### src/sv/lfd_pkg.sv
// ----------------------------------------------------------------------------
// lfd_pkg: shared types and constants of the light flicker detector
// Field widths, register codes and the beats passed between the stages.
// ----------------------------------------------------------------------------
package lfd_pkg;

  localparam int SAMPLE_W = 12;  // light converter reading
  localparam int LAST_W   = 16;  // held sample, wide enough for the reset marker
  localparam int SWING_W  = 12;  // swing between two readings of 12 bits
  localparam int SUM_W    = 20;  // running sum of the swing cells
  localparam int AVG_W    = 16;
  localparam int CFG_W    = 16;
  localparam int TICKS_W  = 17;
  localparam int CFG_IDX_W = 1;

  localparam logic [LAST_W-1:0]  LAST_RESET = 16'd50000;
  localparam logic [CFG_W-1:0]   THRESHOLD_RESET = 16'd40;
  localparam logic [CFG_W-1:0]   REFRESH_RESET = 16'd1000;
  localparam logic [TICKS_W-1:0] TICKS_MAX = {TICKS_W{1'b1}};

  // Register indexes of the configuration port
  localparam logic [CFG_IDX_W-1:0] REG_THRESHOLD = 1'b0;
  localparam logic [CFG_IDX_W-1:0] REG_REFRESH   = 1'b1;

  // Lens state, one-hot
  typedef enum logic [1:0] {
    ST_SEEING = 2'b01,
    ST_BLIND  = 2'b10
  } lens_state_e;

  typedef struct packed {
    logic [CFG_W-1:0] blind_level;
    logic [CFG_W-1:0] clear_wait;
  } cfg_t;

  // Beat leaving the turning point front end
  typedef struct packed {
    logic             turn;
    logic [SUM_W-1:0] sum;
  } front_t;

  // Pipeline control from the top level
  typedef struct packed {
    logic accept;   // input beat taken
    logic load_b;   // divide stage takes the front beat
    logic load_c;   // state stage takes the divide beat
  } pipe_ctrl_t;

  typedef struct packed {
    logic [AVG_W-1:0] average_swing;
    logic             blinded;
    logic             blind_pulse;
    logic             sight_pulse;
    logic             turning_point;
  } result_t;

endpackage

### src/sv/lfd_swing_cell.sv
// ----------------------------------------------------------------------------
// lfd_swing_cell: one slot of the swing history
// Holds one swing and hands it to the next cell when a turning point shifts
// the chain.
// ----------------------------------------------------------------------------
module lfd_swing_cell import lfd_pkg::*; (
  input  logic               clk_i,
  input  logic               rst_ni,
  input  logic               shift_i,
  input  logic [SWING_W-1:0] swing_i,
  output logic [SWING_W-1:0] swing_o
);

  logic [SWING_W-1:0] swing_q, swing_d;

  assign swing_d = shift_i ? swing_i : swing_q;

  // History is cleared at reset
  always_ff @(posedge clk_i or negedge rst_ni) begin
    if (!rst_ni) begin
      swing_q <= '0;
    end else begin
      swing_q <= swing_d;
    end
  end

  assign swing_o = swing_q;

endmodule

### src/sv/lfd_front.sv
// ----------------------------------------------------------------------------
// lfd_front: turning point detection and swing history
// Finds turning points, shifts the swing into the cell chain and keeps the
// running sum of all cells.
// ----------------------------------------------------------------------------
module lfd_front import lfd_pkg::*; #(
  parameter int SLOTS = 12
) (
  input  logic                clk_i,
  input  logic                rst_ni,
  input  logic                accept_i,
  input  logic [SAMPLE_W-1:0] sample_i,
  output front_t              front_o
);

  logic [LAST_W-1:0]   last_q, last_d;
  logic [SWING_W-1:0]  turn_lvl_q, turn_lvl_d;
  logic                rising_q, rising_d;
  logic [SUM_W-1:0]    sum_q, sum_d;
  logic                turn_q, turn_d;
  logic [LAST_W-1:0]   sample_ext;
  logic                turn;
  logic [SWING_W-1:0]  last_lvl;
  logic [SWING_W-1:0]  swing;
  logic                shift;
  logic [SWING_W-1:0]  chain [SLOTS+1];

  assign sample_ext = LAST_W'(sample_i);
  // After the first beat the held sample always fits the swing width
  assign last_lvl   = last_q[SWING_W-1:0];

  // Turning point and swing since the previous one
  assign turn  = (rising_q && (sample_ext < last_q)) || (!rising_q && (sample_ext > last_q));
  assign swing = (last_lvl >= turn_lvl_q) ? (last_lvl - turn_lvl_q) : (turn_lvl_q - last_lvl);
  assign shift = accept_i && turn;

  // Chain of swing cells: newest enters cell 0, oldest leaves the last cell
  assign chain[0] = swing;
  for (genvar g = 0; g < SLOTS; g++) begin : g_cell
    lfd_swing_cell u_cell (
      .clk_i  (clk_i),
      .rst_ni (rst_ni),
      .shift_i(shift),
      .swing_i(chain[g]),
      .swing_o(chain[g+1])
    );
  end

  // State update per accepted beat
  always_comb begin
    last_d     = last_q;
    turn_lvl_d = turn_lvl_q;
    rising_d   = rising_q;
    sum_d      = sum_q;
    turn_d     = turn_q;
    if (accept_i) begin
      last_d = sample_ext;
      turn_d = turn;
      if (turn) begin
        sum_d      = sum_q - SUM_W'(chain[SLOTS]) + SUM_W'(swing);
        turn_lvl_d = last_lvl;
        rising_d   = !rising_q;
      end
    end
  end

  always_ff @(posedge clk_i or negedge rst_ni) begin
    if (!rst_ni) begin
      last_q     <= LAST_RESET;
      turn_lvl_q <= '0;
      rising_q   <= 1'b0;
      sum_q      <= '0;
      turn_q     <= 1'b0;
    end else begin
      last_q     <= last_d;
      turn_lvl_q <= turn_lvl_d;
      rising_q   <= rising_d;
      sum_q      <= sum_d;
      turn_q     <= turn_d;
    end
  end

  assign front_o.turn = turn_q;
  assign front_o.sum  = sum_q;

endmodule

### src/sv/lfd_blind_fsm.sv
// ----------------------------------------------------------------------------
// lfd_blind_fsm: average swing and seeing/blind state
// Divides the running sum by the slot count through a reciprocal multiply,
// then runs the blind state machine and holds the result beat.
// ----------------------------------------------------------------------------
module lfd_blind_fsm import lfd_pkg::*; #(
  parameter int SLOTS = 12
) (
  input  logic       clk_i,
  input  logic       rst_ni,
  input  pipe_ctrl_t ctrl_i,
  input  front_t     front_i,
  input  cfg_t       cfg_i,
  output result_t    result_o
);

  // floor(x / SLOTS) == (x * RECIP) >> SHIFT for every x below 2^SUM_W
  localparam int SHIFT  = SUM_W + $clog2(SLOTS);
  localparam int RECIP_W = SUM_W + 2;
  localparam int PROD_W = SUM_W + RECIP_W;
  localparam longint unsigned RECIP_L = ((64'd1 << SHIFT) + SLOTS - 1) / SLOTS;
  localparam logic [RECIP_W-1:0] RECIP = RECIP_W'(RECIP_L);

  logic [PROD_W-1:0]  prod_q, prod_d;
  logic               turn_b_q, turn_b_d;
  logic [AVG_W-1:0]   avg;
  lens_state_e        state_q, state_d;
  logic [TICKS_W-1:0] ticks_q, ticks_d;
  logic [TICKS_W-1:0] ticks_inc;
  result_t            res_q, res_d;

  // Divide stage
  assign prod_d   = ctrl_i.load_b ? (PROD_W'(front_i.sum) * PROD_W'(RECIP)) : prod_q;
  assign turn_b_d = ctrl_i.load_b ? front_i.turn : turn_b_q;

  assign avg = prod_q[SHIFT +: AVG_W];
  assign ticks_inc = (ticks_q < TICKS_MAX) ? (ticks_q + 1'b1) : ticks_q;

  // Blind state machine
  always_comb begin
    state_d = state_q;
    ticks_d = ticks_q;
    res_d   = res_q;
    if (ctrl_i.load_c) begin
      res_d.average_swing = avg;
      res_d.turning_point = turn_b_q;
      res_d.blind_pulse   = 1'b0;
      res_d.sight_pulse   = 1'b0;
      unique case (state_q)
        ST_SEEING: begin
          if (avg > cfg_i.blind_level) begin
            state_d           = ST_BLIND;
            ticks_d           = '0;
            res_d.blind_pulse = 1'b1;
          end
        end
        ST_BLIND: begin
          ticks_d = ticks_inc;
          if ((ticks_inc > TICKS_W'(cfg_i.clear_wait)) &&
              (avg < cfg_i.blind_level)) begin
            state_d           = ST_SEEING;
            res_d.sight_pulse = 1'b1;
          end
        end
        default: begin
          state_d = ST_SEEING;
        end
      endcase
      res_d.blinded = (state_d == ST_BLIND);
    end
  end

  always_ff @(posedge clk_i or negedge rst_ni) begin
    if (!rst_ni) begin
      state_q <= ST_SEEING;
      ticks_q <= '0;
    end else begin
      state_q <= state_d;
      ticks_q <= ticks_d;
    end
  end

  // Payload registers
  always_ff @(posedge clk_i) begin
    prod_q   <= prod_d;
    turn_b_q <= turn_b_d;
    res_q    <= res_d;
  end

  assign result_o = res_q;

endmodule

### src/sv/light_flicker_detector_core.sv
// ----------------------------------------------------------------------------
// light_flicker_detector_core: flicker detector top level
// An accepted beat passes the front, divide and result registers in turn.
// Throughput: one sample per cycle; the three stage pipeline moves whenever
// the output register is empty or its beat is taken.
// Reset: asynchronous, clears the swing cells, sum, state, valid and config
// registers at once; the payload registers are not reset; no clearing pass.
// ----------------------------------------------------------------------------
module light_flicker_detector_core import lfd_pkg::*; #(
  parameter int SLOTS = 12
) (
  input  logic                 clk_i,
  input  logic                 rst_ni,
  // configuration write port
  input  logic                 cfg_we_i,
  input  logic [CFG_IDX_W-1:0] cfg_idx_i,
  input  logic [CFG_W-1:0]     cfg_data_i,
  // sample channel
  input  logic                 in_valid_i,
  output logic                 in_ready_o,
  input  logic [SAMPLE_W-1:0]  light_sample_i,
  // result channel
  output logic                 out_valid_o,
  input  logic                 out_ready_i,
  output logic [AVG_W-1:0]     average_swing_o,
  output logic                 blinded_o,
  output logic                 blind_pulse_o,
  output logic                 sight_pulse_o,
  output logic                 turning_point_o
);

  cfg_t       cfg_q, cfg_d;
  logic       a_valid_q, b_valid_q, out_valid_q;
  logic       advance;
  pipe_ctrl_t ctrl;
  front_t     front;
  result_t    result;

  // Configuration registers
  always_comb begin
    cfg_d = cfg_q;
    if (cfg_we_i) begin
      unique case (cfg_idx_i)
        REG_THRESHOLD: cfg_d.blind_level = cfg_data_i;
        REG_REFRESH:   cfg_d.clear_wait  = cfg_data_i;
        default: ;
      endcase
    end
  end

  always_ff @(posedge clk_i or negedge rst_ni) begin
    if (!rst_ni) begin
      cfg_q.blind_level <= THRESHOLD_RESET;
      cfg_q.clear_wait  <= REFRESH_RESET;
    end else begin
      cfg_q <= cfg_d;
    end
  end

  // Pipeline control: all stages move together
  assign advance     = !out_valid_q || out_ready_i;
  assign in_ready_o  = advance;
  assign ctrl.accept = in_valid_i && advance;
  assign ctrl.load_b = a_valid_q && advance;
  assign ctrl.load_c = b_valid_q && advance;

  always_ff @(posedge clk_i or negedge rst_ni) begin
    if (!rst_ni) begin
      a_valid_q   <= 1'b0;
      b_valid_q   <= 1'b0;
      out_valid_q <= 1'b0;
    end else if (advance) begin
      a_valid_q   <= in_valid_i;
      b_valid_q   <= a_valid_q;
      out_valid_q <= b_valid_q;
    end
  end

  lfd_front #(.SLOTS(SLOTS)) u_front (
    .clk_i   (clk_i),
    .rst_ni  (rst_ni),
    .accept_i(ctrl.accept),
    .sample_i(light_sample_i),
    .front_o (front)
  );

  lfd_blind_fsm #(.SLOTS(SLOTS)) u_fsm (
    .clk_i   (clk_i),
    .rst_ni  (rst_ni),
    .ctrl_i  (ctrl),
    .front_i (front),
    .cfg_i   (cfg_q),
    .result_o(result)
  );

  assign out_valid_o     = out_valid_q;
  assign average_swing_o = result.average_swing;
  assign blinded_o       = result.blinded;
  assign blind_pulse_o   = result.blind_pulse;
  assign sight_pulse_o   = result.sight_pulse;
  assign turning_point_o = result.turning_point;

endmodule

### config.mk
export PLATFORM = sky130hd
export DESIGN_NAME = light_flicker_detector_core
export DESIGN_NICKNAME = d
export VERILOG_FILES = /design/src/sv/lfd_pkg.sv /design/src/sv/lfd_swing_cell.sv /design/src/sv/lfd_front.sv /design/src/sv/lfd_blind_fsm.sv /design/src/sv/light_flicker_detector_core.sv
export SDC_FILE = /design/constraint.sdc
export NUM_CORES = 1
export LEC_CHECK = 0
export BUFFER_PORTS_ARGS = -buffer_cell sky130_fd_sc_hd__buf_2
export CAP_MARGIN = 40
export CORE_ASPECT_RATIO = 1.75
export CORE_MARGIN = 4
export CORE_UTILIZATION = 45
export DETAILED_ROUTE_END_ITERATION = 8
export PLACE_DENSITY = 0.71
export SLEW_MARGIN = 20
export SYNTH_ARGS = -nofsm -noshare
export SYNTH_HDL_FRONTEND = slang
export SYNTH_SLANG_ARGS = --single-unit
### constraint.sdc
create_clock -name clk_i -period 8.1 [get_ports clk_i]
set_clock_uncertainty 0.15 [all_clocks]
set_input_delay 1.215 -clock clk_i [delete_from_list [all_inputs] [get_ports clk_i]]
set_output_delay 1.215 -clock clk_i [all_outputs]
set_load 0.005 [all_outputs]
==> summary.txt, run 1 <==
Status
  – Status: finished, final reports clean

Die
  – Initial Utilization: 45.3%
  – Core Area: 46800 um2
  – FP Rows: 105
  – Die area: 50800 um2
  – Die H: 295 um
  – IO Pins: 56
  – Die X: 172 um

Worst setup path
  – CP max-delay cell: dfrtp_1
  – WP data arrival: 6940 ps
  – CP Class: flip-flop to flip-flop
  – CP Cell Sequence: ha_1 > ha_1 > inv_1 > fa_1 > fa_1 > inv_1 > fa_1 > fa_1 > inv_1 > fa_1 > inv_1 > ha_1 > a21o_1 > a221oi_1 > a2bb2oi_1 > nand3_1 > a41o_1 > a21oi_1 > o21bai_1 > xor2_1
  – Startpoint Class: flip-flop
  – Critical-path maximum fanout: 9
  – Critical path required time: 8270 ps
  – CP Capture Type: flip-flop
  – Worst-case reg-to-reg path depth: 20
  – CP most frequent cell: fa_1
  – Critical Path Max Stage Delay: 690 ps

Hold path
  – Worst Hold Class: flip-flop to flip-flop
  – Hold Path Cell Cnt: 0

Clock tree
  – Clock slew at reported path FFs: 70 ps
  – Post-CTS setup buffers: 0
  – Post_cts resized: 0
  – Clock sinks: 282
  – Clock Tree Buf Depth: 3
  – H-tree lvl count: 1
  – CTS tree: done
  – CTS root buffer: clkbuf_16
  – # hold bufs at CTS: 0
  – Clock Latency Late Sink: 580 ps
  – CTS Buf Count: 29

Placement
  – Detailed placer's ending HPWL: 40900 um
  – I/O Buffers: 55
  – RD Place Congestion: 0.931

Global route
  – Global-route wire length before repair: 81700 um
  – Congestion Overflow GR: 0
  – Overall Global Routing Usage: 20.2%
  – Initial antenna violation count: 0
  – Vias in the first global route: 16100
  – Largest net degree at the start of global routing: 117

Yosys
  – Post-synth ARST share: 86.9%
  – Synth Instances: 2194
  – Leading area contributor after synthesis: dfrtp_1
  – Netlist cell types: 82
  – Post-Syn Area: 21200 um2
  – Most common cell in the netlist: nand2_1
  – EDFF count, synth: 37
  – Post-synth top flop: dfrtp_1
  – Syn nets: 2649
  – Synth Register Bits: 282
  – Yosys warns: 0
  – Mapped Avg Cell Area: 9.66 um2
  – Top-area cell type share of the netlist area: 27.3%
  – Top post-synthesis cells by count: 508 x nand2_1, 327 x inv_1, 273 x ha_1
  – Sequential share of the synthesized area: 34.2%
  – Top cells by area, synth: dfrtp_1 27%, ha_1 16%, fa_1 14%

Timing
  – Final Cycle Share: 83.6%
  – Achievable clock frequency: 0.148 GHz
  – Pins over their slew limit: 0
  – Final Hold Fails: 0
  – RSZ-0062 raised after global routing: false
  – Setup violators final: 0
  – Actual slew at the worst max-slew pin: 835 ps
  – Final setup TNS: 0 ps
  – Slew HR: 44.3%
  – Minimum clock period: 6770 ps

Routing
  – Drt drc: 0
  – DRT Pass-1 Iters: 7
  – Routed wire per std cell: 17.7 um
  – Post-DR vias/cell: 5.32
  – Drt total wl: 50400 um
  – Routed vias: 15200
  – Antenna Nets Post-Route: 0
  – DRT iter0 DRCs: 791

Layout
  – N_diodes: 0
  – Nets@finish: 2690
  – Share of cells above drive strength 1: 8.37%
  – Area Growth Syn to Fin: 8.68%

Run
  – Max cap viols: 0
==> layout make-up <==
cell class / instances / area (um2)
Clock buffer: 30 / 729
Clock inverter: 24 / 249
Fill cell: 4326 / 23700
Inverter: 328 / 1230
Multi-Input combinational cell: 1526 / 12300
Sequential cell: 282 / 7260
Tap cell: 588 / 736
Timing Repair Buffer: 68 / 487
==> state kept, by name, indices dropped and copies added (netlist names), 2 cells and up <==
signal	cells
u_front.last_q	13
u_front.g_cell.u_cell.swing_o	144
u_fsm.result_o	20
u_fsm.prod_q	16
u_fsm.state_q	2
u_fsm.ticks_q	17
u_front.sum_q	20
cfg_q	32
u_front.turn_lvl_q	12
==> logic make-up after synthesis <==
kind of cell / count (synthesis) / synth area share, %
and+or+nand+nor: 697 / 14.0
adders and majority gates: 421 / 30.1
buffers and inverters: 386 / 7.55
AOI/OAI and AO/OA: 320 / 10.2
DFF: 282 / 34.2
xor gates and xnor gates: 57 / 2.35
muxes: 31 / 1.61
==> critical path: cells and delay by family, from the launching register on <==
kind | cells | cell delay (ps)
fa+ha+maj | 8 | 3590
flops | 1 | 690
xor+xnor | 1 | 150
simple gates | 1 | 260
compound gates | 6 | 1470
buf+inv | 4 | 210
==> path summary, 6_finish.rpt <==
check | start | end | slack, ps
max | u_front.sum_q[9] | u_fsm.prod_q[33] | 1330
min | u_fsm.turn_b_q | u_fsm.result_o[0] | 270
max reg2reg | u_front.sum_q[9] | u_fsm.prod_q[33] | 1330
min reg2reg | u_fsm.turn_b_q | u_fsm.result_o[0] | 270
max in group asynchronous | rst_ni | u_front.g_cell[11].u_cell.swing_o[0] | 6070
min in group asynchronous | rst_ni | u_front.g_cell[4].u_cell.swing_o[10] | 540
==> routing by layer <==
layer  GRT usage [%]  vias to the layer above  routed length (um)
li1                -                     7242                   -
met1            20.3                     7484               17400
met2            40.1                      289               28700
met3            1.65                      135                1190
met4            10.6                        0                3140
met5               0                        -                   0
==> per-stage QoR <==
stage          utilization [%]  instances  hold WS, ps  setup slack (ps)  instance area, um2
6_report                  49.3       2846          270              1330               23000
5_1_grt                   49.3       2846          279              1010               23000
4_1_cts                   49.2       2845          274              1340               23000
3_5_place_dp              47.2       2791          256              1360               22100
3_3_place_gp              46.9       2786          253              1560               21900
2_1_floorplan                -       2194          250              2120               21200
==> cells in the final DEF, fill, tap and decap left out, types with 15 or more instances in the layout <==
| cell type | Yosys | final |
|---|---|---|
| nand2_1 | 508 | 508 |
| inv_1 | 327 | 327 |
| ha_1 | 273 | 273 |
| dfrtp_1 | 231 | 231 |
| fa_1 | 148 | 148 |
| o21ai_0 | 66 | 66 |
| a21oi_1 | 62 | 62 |
| buf_2 | 24 | 54 |
| nor2_1 | 52 | 52 |
| a21o_1 | 40 | 40 |
| edfxtp_1 | 37 | 37 |
| o21ai_1 | 36 | 36 |
| xor2_1 | 31 | 31 |
| clkbuf_16 | 0 | 29 |
| nand3_1 | 28 | 28 |
| xnor2_1 | 26 | 26 |
| mux2_2 | 24 | 24 |
| nor3_1 | 18 | 18 |
| nand4_1 | 15 | 15 |
| nand2b_1 | 15 | 15 |
Power of run 1 is left out: the tool's default activity adds up to more than one toggle a clock period on the data nets, which glitch-free logic cannot reach.
==> inputs of run 2 (changes only) <==
--- a/config.mk
+++ b/config.mk
@@ -11,7 +11,7 @@
 export CORE_MARGIN = 4
 export CORE_UTILIZATION = 45
 export DETAILED_ROUTE_END_ITERATION = 8
-export PLACE_DENSITY = 0.71
+export PLACE_DENSITY = 0.73
 export SLEW_MARGIN = 20
 export SYNTH_ARGS = -nofsm -noshare
 export SYNTH_HDL_FRONTEND = slang
==> constraint.sdc (replaced) <==
create_clock -name clk_i -period 5.78 [get_ports clk_i]
set_clock_uncertainty 0.15 [all_clocks]
set_input_delay 0.867 -clock clk_i [delete_from_list [all_inputs] [get_ports clk_i]]
set_output_delay 0.867 -clock clk_i [all_outputs]
set_load 0.005 [all_outputs]
==> run 2 against run 1 <==
Effect of this change:
- the run now ends with setup timing left
- core utilization rose by 3.3 points
- global-route usage rose by 0.17 points
- maximum frequency rose by 15%
- final cell count rose by 4.0%
- critical path depth rose by 2
- via count rose by 3.4%
==> summary.txt, run 2 (same netlist as run 1, synthesis figures left out) <==
Global route
  – Largest net degree at the start of global routing: 111 (was 117)
  – Overall Global Routing Usage: 20.4% (was 20.2%)
  – Initial antenna violation count: 0 (unchanged)
  – Congestion Overflow GR: 0 (unchanged)
  – Global-route wire length before repair: 82800 um (was 81700 um)
  – Vias in the first global route: 16600 (was 16100)

Worst setup path
  – Worst-case reg-to-reg path depth: 22 (was 20)
  – Critical-path maximum fanout: 5 (was 9)
  – WP data arrival: 6090 ps (was 6940 ps)
  – Startpoint Class: flip-flop (unchanged)
  – Critical path required time: 6000 ps (was 8270 ps)
  – CP Capture Type: flip-flop (unchanged)
  – CP Class: flip-flop to flip-flop (unchanged)

Die
  – Die X: 172 um (unchanged)
  – Die area: 50800 um2 (unchanged)
  – Initial Utilization: 45.3% (unchanged)
  – Core Area: 46800 um2 (unchanged)
  – IO Pins: 56 (unchanged)
  – FP Rows: 105 (unchanged)
  – Die H: 295 um (unchanged)

Layout
  – Area Growth Syn to Fin: 16.1% (was 8.68%)
  – N_diodes: 0 (unchanged)
  – Fillers: 4051 (was 4326)
  – Finished Layout Cells: 2961 (was 2846)
  – Most common library cell in the layout ignoring fill and taps: nand2_1 (unchanged)
  – Nets@finish: 2807 (was 2690)
  – Max FFs per register: 144 (unchanged)
  – Multi-input logic area: 13000 um2 (was 12300 um2)
  – Share of cells above drive strength 1: 16.4% (was 8.37%)
  – Most frequent cells in the layout: 505 x nand2_1, 318 x inv_1, 235 x ha_1 (was 508 x nand2_1, 327 x inv_1, 273 x ha_1)
  – Sequential cell area: 7270 um2 (was 7260 um2)

Placement
  – DP Worst Slack: -369 ps (was 1360 ps)
  – I/O Buffers: 55 (unchanged)
  – Detailed placer's ending HPWL: 40700 um (was 40900 um)
  – Post-placement cell count: 2884 (was 2791)
  – RD Place Congestion: 0.934 (was 0.931)

Status
  – Failing checks: setup timing
  – Status: finished with violations (was finished, final reports clean)

Timing
  – Final Hold Fails: 0 (unchanged)
  – Pins over their slew limit: 0 (unchanged)
  – Fin worst setup slack: -95.7 ps (was 1330 ps)
  – Actual slew at the worst max-slew pin: 734 ps (was 835 ps)
  – Tightest hold margin: 119 ps (was 270 ps)
  – Achievable clock frequency: 0.170 GHz (was 0.148 GHz)
  – Setup violators final: 7 (was 0)
  – Slew HR: 51.1% (was 44.3%)
  – Minimum clock period: 5880 ps (was 6770 ps)
  – Final Cycle Share: 102% (was 83.6%)
  – RSZ-0062 raised after global routing: true (was false)
  – Final setup TNS: -376 ps (was 0 ps)

Routing
  – Antenna Nets Post-Route: 0 (unchanged)
  – DRT Pass-1 Iters: 5 (was 7)
  – Post-DR vias/cell: 5.29 (was 5.32)
  – Drt total wl: 51800 um (was 50400 um)
  – Routed vias: 15700 (was 15200)
  – Drt drc: 0 (unchanged)
  – DRT iter0 DRCs: 648 (was 791)
  – Routed wire per std cell: 17.5 um (was 17.7 um)

Clock tree
  – CTS root buffer: clkbuf_16 (unchanged)
  – CTS Buf Count: 29 (unchanged)
  – CTS tree: done (unchanged)
  – Clock sinks: 282 (unchanged)
  – Clock slew at reported path FFs: 60 ps (was 70 ps)
  – H-tree lvl count: 1 (unchanged)
  – # hold bufs at CTS: 0 (unchanged)
  – Clock Latency Late Sink: 560 ps (was 580 ps)
  – Clock Tree Buf Depth: 3 (unchanged)

Hold path
  – Worst Hold Class: input pin to async pin (was flip-flop to flip-flop)

Run
  – Max cap viols: 0 (unchanged)
[run 2: final cells by class]
cell class,count,share of cell area [%]
multi-input combinational,1526,52.9
sequential,282,29.6
timing repair buffer,185,5.66
inverter,328,5.01
clock buffer,42,3.40
tap,588,2.99
clock inverter,10,0.463
[run 2: layer usage]
layer  GRT usage, %  part of all wire [%]  vias up
li1               -                     -     7487
met1           20.6                    35     7732
met2           40.4                    56      290
met3           1.53                   2.3      156
met4           10.6                   6.2        0
met5              0                     0        -
[run 2: critical path: stages (launching register included)]
cell	delay (ps)
dfrtp_2	410
buf_4	130
buf_4	140
ha_2	200
xor2_1	190
ha_1	300
inv_1	60
fa_1	530
inv_1	60
fa_1	510
fa_1	570
fa_1	430
ha_1	380
ha_4	230
o21a_1	180
o21ai_1	110
nand2b_1	80
a21o_1	260
nand4_1	170
buf_4	130
nand2_2	70
a211o_1	310
o311ai_1	100
[run 2: final timing paths]
kind | start | end | slack, ps
worst max-delay path | u_front.sum_q[3] | u_fsm.prod_q[36] | -100
worst min-delay path | rst_ni | u_fsm.ticks_q[12] | 120
worst max register to register | u_front.sum_q[3] | u_fsm.prod_q[36] | -100
worst min register to register | u_fsm.turn_b_q | u_fsm.result_o[0] | 270
max in group asynchronous | rst_ni | u_front.turn_lvl_q[7] | 4310
min in group clk_i | u_fsm.turn_b_q | u_fsm.result_o[0] | 270
[run 2: per-stage QoR]
| stage | area [um2] | util, % |
|---|---|---|
| floorplan | 21200 | - |
| global placement | 22700 | 48.5 |
| detailed placement | 22800 | 48.6 |
| CTS | 24300 | 51.9 |
| global route | 24600 | 52.6 |
| finish | 24600 | 52.6 |
[run 2: repair_timing]
action / 4_1_cts / 5_1_grt
buffers inserted: 17 / 8
gates resized for setup: 70 / 39
setup endpoints to repair: 12 / 15
pin swaps: 68 / 50
Power of run 2 is left out for the same reason.
==> inputs of run 3 (changes only) <==
--- a/config.mk
+++ b/config.mk
@@ -10,6 +10,7 @@
 export CORE_ASPECT_RATIO = 1.75
 export CORE_MARGIN = 4
 export CORE_UTILIZATION = 45
+export CTS_BUF_LIST = sky130_fd_sc_hd__clkbuf_4
 export DETAILED_ROUTE_END_ITERATION = 8
 export PLACE_DENSITY = 0.73
 export SLEW_MARGIN = 20
==> run 3 against run 2 <==
Effect of this change:
- worst setup slack improved by 58 ps
- critical path type unchanged
- first-iteration DRC count fell by 4.5%
- non-clock buffer count down 2
- core utilization decreased by 0.16 points
- the run still ends with setup timing left
- die area unchanged
- via count rose by 1.5%
- register-to-register slack better by 60 ps
- sequential share of layout area rose by 0.087 points
- global-route usage increased by 0.47 points
- design area decreased by 0.30%
==> summary.txt, run 3 (same netlist as run 1, synthesis figures left out) <==
Layout
  – Most frequent cells in the layout: 505 x nand2_1, 321 x inv_1, 236 x ha_1 (was 505 x nand2_1, 318 x inv_1, 235 x ha_1)
  – Nets@finish: 2849 (was 2807)
  – Area Growth Syn to Fin: 15.7% (was 16.1%)
  – Most common library cell in the layout ignoring fill and taps: nand2_1 (unchanged)
  – Share of cells above drive strength 1: 18.0% (was 16.4%)
  – Max FFs per register: 144 (unchanged)

Timing
  – Final setup TNS: -99.3 ps (was -376 ps)
  – Final Hold Fails: 0 (unchanged)
  – Pins over their slew limit: 0 (unchanged)
  – Achievable clock frequency: 0.172 GHz (was 0.170 GHz)
  – Slew HR: 51.0% (was 51.1%)
  – Minimum clock period: 5820 ps (was 5880 ps)
  – Actual slew at the worst max-slew pin: 735 ps (was 734 ps)
  – Setup violators final: 4 (was 7)
  – Final Cycle Share: 101% (was 102%)
  – RSZ-0062 raised after global routing: true (unchanged)
  – Fin worst setup slack: -37.6 ps (was -95.7 ps)

Placement
  – I/O Buffers: 55 (unchanged)
  – RD Place Congestion: 0.934 (unchanged)
  – Detailed placer's ending HPWL: 40700 um (unchanged)

Clock tree
  – CTS root buffer: clkbuf_4 (was clkbuf_16)
  – Clock Tree Buf Depth: 3 (unchanged)
  – CTS tree: done (unchanged)
  – Clock Latency Late Sink: 770 ps (was 560 ps)
  – Clock slew at reported path FFs: 60 ps (about the same)
  – CTS Buf Count: 73 (was 29)
  – H-tree lvl count: 3 (was 1)
  – Clock sinks: 282 (unchanged)

Worst setup path
  – WP data arrival: 6150 ps (was 6090 ps)
  – Worst r2r src: u_front.sum_q[9] (was u_front.sum_q[3])
  – Largest delay share family, worst path: adder cells (unchanged)
  – CP most frequent cell: fa_1 (unchanged)
  – CP Cell Sequence: ha_4 > ha_4 > inv_2 > fa_1 > fa_1 > inv_2 > fa_1 > fa_1 > inv_2 > fa_1 > inv_2 > ha_4 > a21o_1 > a221oi_2 > a2bb2oi_2 > nand3_4 > a41o_1 > a21oi_2 > o21bai_1 > xor2_1 (was buf_4 > buf_4 > ha_2 > xor2_1 > ha_1 > inv_1 > fa_1 > inv_1 > fa_1 > fa_1 > fa_1 > ha_1 > ha_4 > o21a_1 > o21ai_1 > nand2b_1 > a21o_1 > nand4_1 > buf_4 > nand2_2 > a211o_1 > o311ai_1)
  – CP Capture Type: flip-flop (unchanged)
  – Crit path buf inv count: 4 (was 5)
  – Crit. Startpoint: u_front.sum_q[9] (was u_front.sum_q[3])
  – Critical Path Max Stage Delay: 530 ps (was 570 ps)
  – CP Class: flip-flop to flip-flop (unchanged)
  – CP max-delay cell: fa_1 (unchanged)
  – Critical-path maximum fanout: 5 (unchanged)
  – Critical path required time: 6110 ps (was 6000 ps)
  – Startpoint Class: flip-flop (unchanged)

Global route
  – Vias in the first global route: 17100 (was 16600)
  – Initial antenna violation count: 1 (was 0)
  – Congestion Overflow GR: 0 (unchanged)
  – Global-route wire length before repair: 83900 um (was 82800 um)
  – Largest net degree at the start of global routing: 111 (unchanged)
  – Overall Global Routing Usage: 20.8% (was 20.4%)

Routing
  – DRT Pass-1 Iters: 5 (unchanged)
  – DRT iter0 DRCs: 619 (was 648)
  – Antenna Nets Post-Route: 0 (unchanged)
  – Drt total wl: 52000 um (was 51800 um)
  – Routed wire per std cell: 17.2 um (was 17.5 um)
  – Post-DR vias/cell: 5.25 (was 5.29)
  – Routed vias: 15900 (was 15700)
  – Drt drc: 0 (unchanged)

Hold path
  – Hold_sp: light_sample_i[4]
  – Worst Hold Class: input pin to flip-flop (was input pin to async pin)

Die
  – Initial Utilization: 45.3% (unchanged)
  – Core Area: 46800 um2 (unchanged)
  – FP Rows: 105 (unchanged)
  – Die area: 50800 um2 (unchanged)
  – Die H: 295 um (unchanged)
  – IO Pins: 56 (unchanged)
  – Die X: 172 um (unchanged)

Run
  – Max cap viols: 0 (unchanged)

Status
  – Failing checks: setup timing (unchanged)
  – Status: finished with violations (unchanged)
==> run 3: worst paths after layout <==
check	end	slack (ps)	cells past startpoint
hold / removal	u_front.last_q[4]	170	3
setup / recovery	u_fsm.prod_q[33]	-40	20
hold reg to reg	u_fsm.result_o[0]	280	0
setup reg to reg	u_fsm.prod_q[33]	-40	20
max in group asynchronous	u_front.turn_lvl_q[0]	3860	3
min in group asynchronous	u_fsm.ticks_q[12]	540	2
==> run 3: final cells by class <==
cell class,instances,area [um2]
inverter,328,1230
clock buffer,99,743
fill,4115,22200
tap,588,736
sequential,282,7270
timing repair buffer,183,1380
clock inverter,24,225
multi-input combinational,1526,12900
antenna,1,2.50
==> run 3: layer usage <==
layer / routed length (um) / vias to the layer above / global-route usage (%) / share of wire [%]
met4: 3170 / 0 / 12.7 / 6.1
met3: 1530 / 161 / 2.70 / 3.0
met5: 0 / - / 0 / 0
met2: 29200 / 338 / 40.2 / 56
li1: - / 7633 / - / -
met1: 18000 / 7771 / 20.5 / 35
==> run 3: worst register-to-register path, cell delays in order (launching register included) <==
cell       delay (ps)
dfrtp_2           460
ha_4              270
ha_4              260
inv_2              40
fa_1              520
fa_1              520
inv_2              40
fa_1              460
fa_1              510
inv_2              50
fa_1              530
inv_2              50
ha_4              230
a21o_1            180
a221oi_2          310
a2bb2oi_2         240
nand3_4           140
a41o_1            230
a21oi_2           150
o21bai_1          100
xor2_1            160
==> run 3: repair_timing <==
item,CTS,global route
cloned,0,0
buffers inserted,15,6
hold endpoints to repair,65,0
hold buffers,1,0
resized for setup,72,21
endpoints found under the setup margin,12,15
pin swaps,69,40
==> run 3: stage by stage <==
stage / hold WS [ps] / setup slack [ps] / area (um2) / instances / util (%)
after floorplan: 250 / -1.18 / 21200 / 2194 / -
after global placement: 257 / -237 / 22700 / 2881 / 48.5
after detailed placement: 258 / -369 / 22800 / 2884 / 48.6
after CTS: 114 / 3.60 / 24400 / 3023 / 52.1
after global routing: 155 / -259 / 24500 / 3031 / 52.5
final: 173 / -37.6 / 24500 / 3031 / 52.5
Power of run 3 is left out for the same reason.
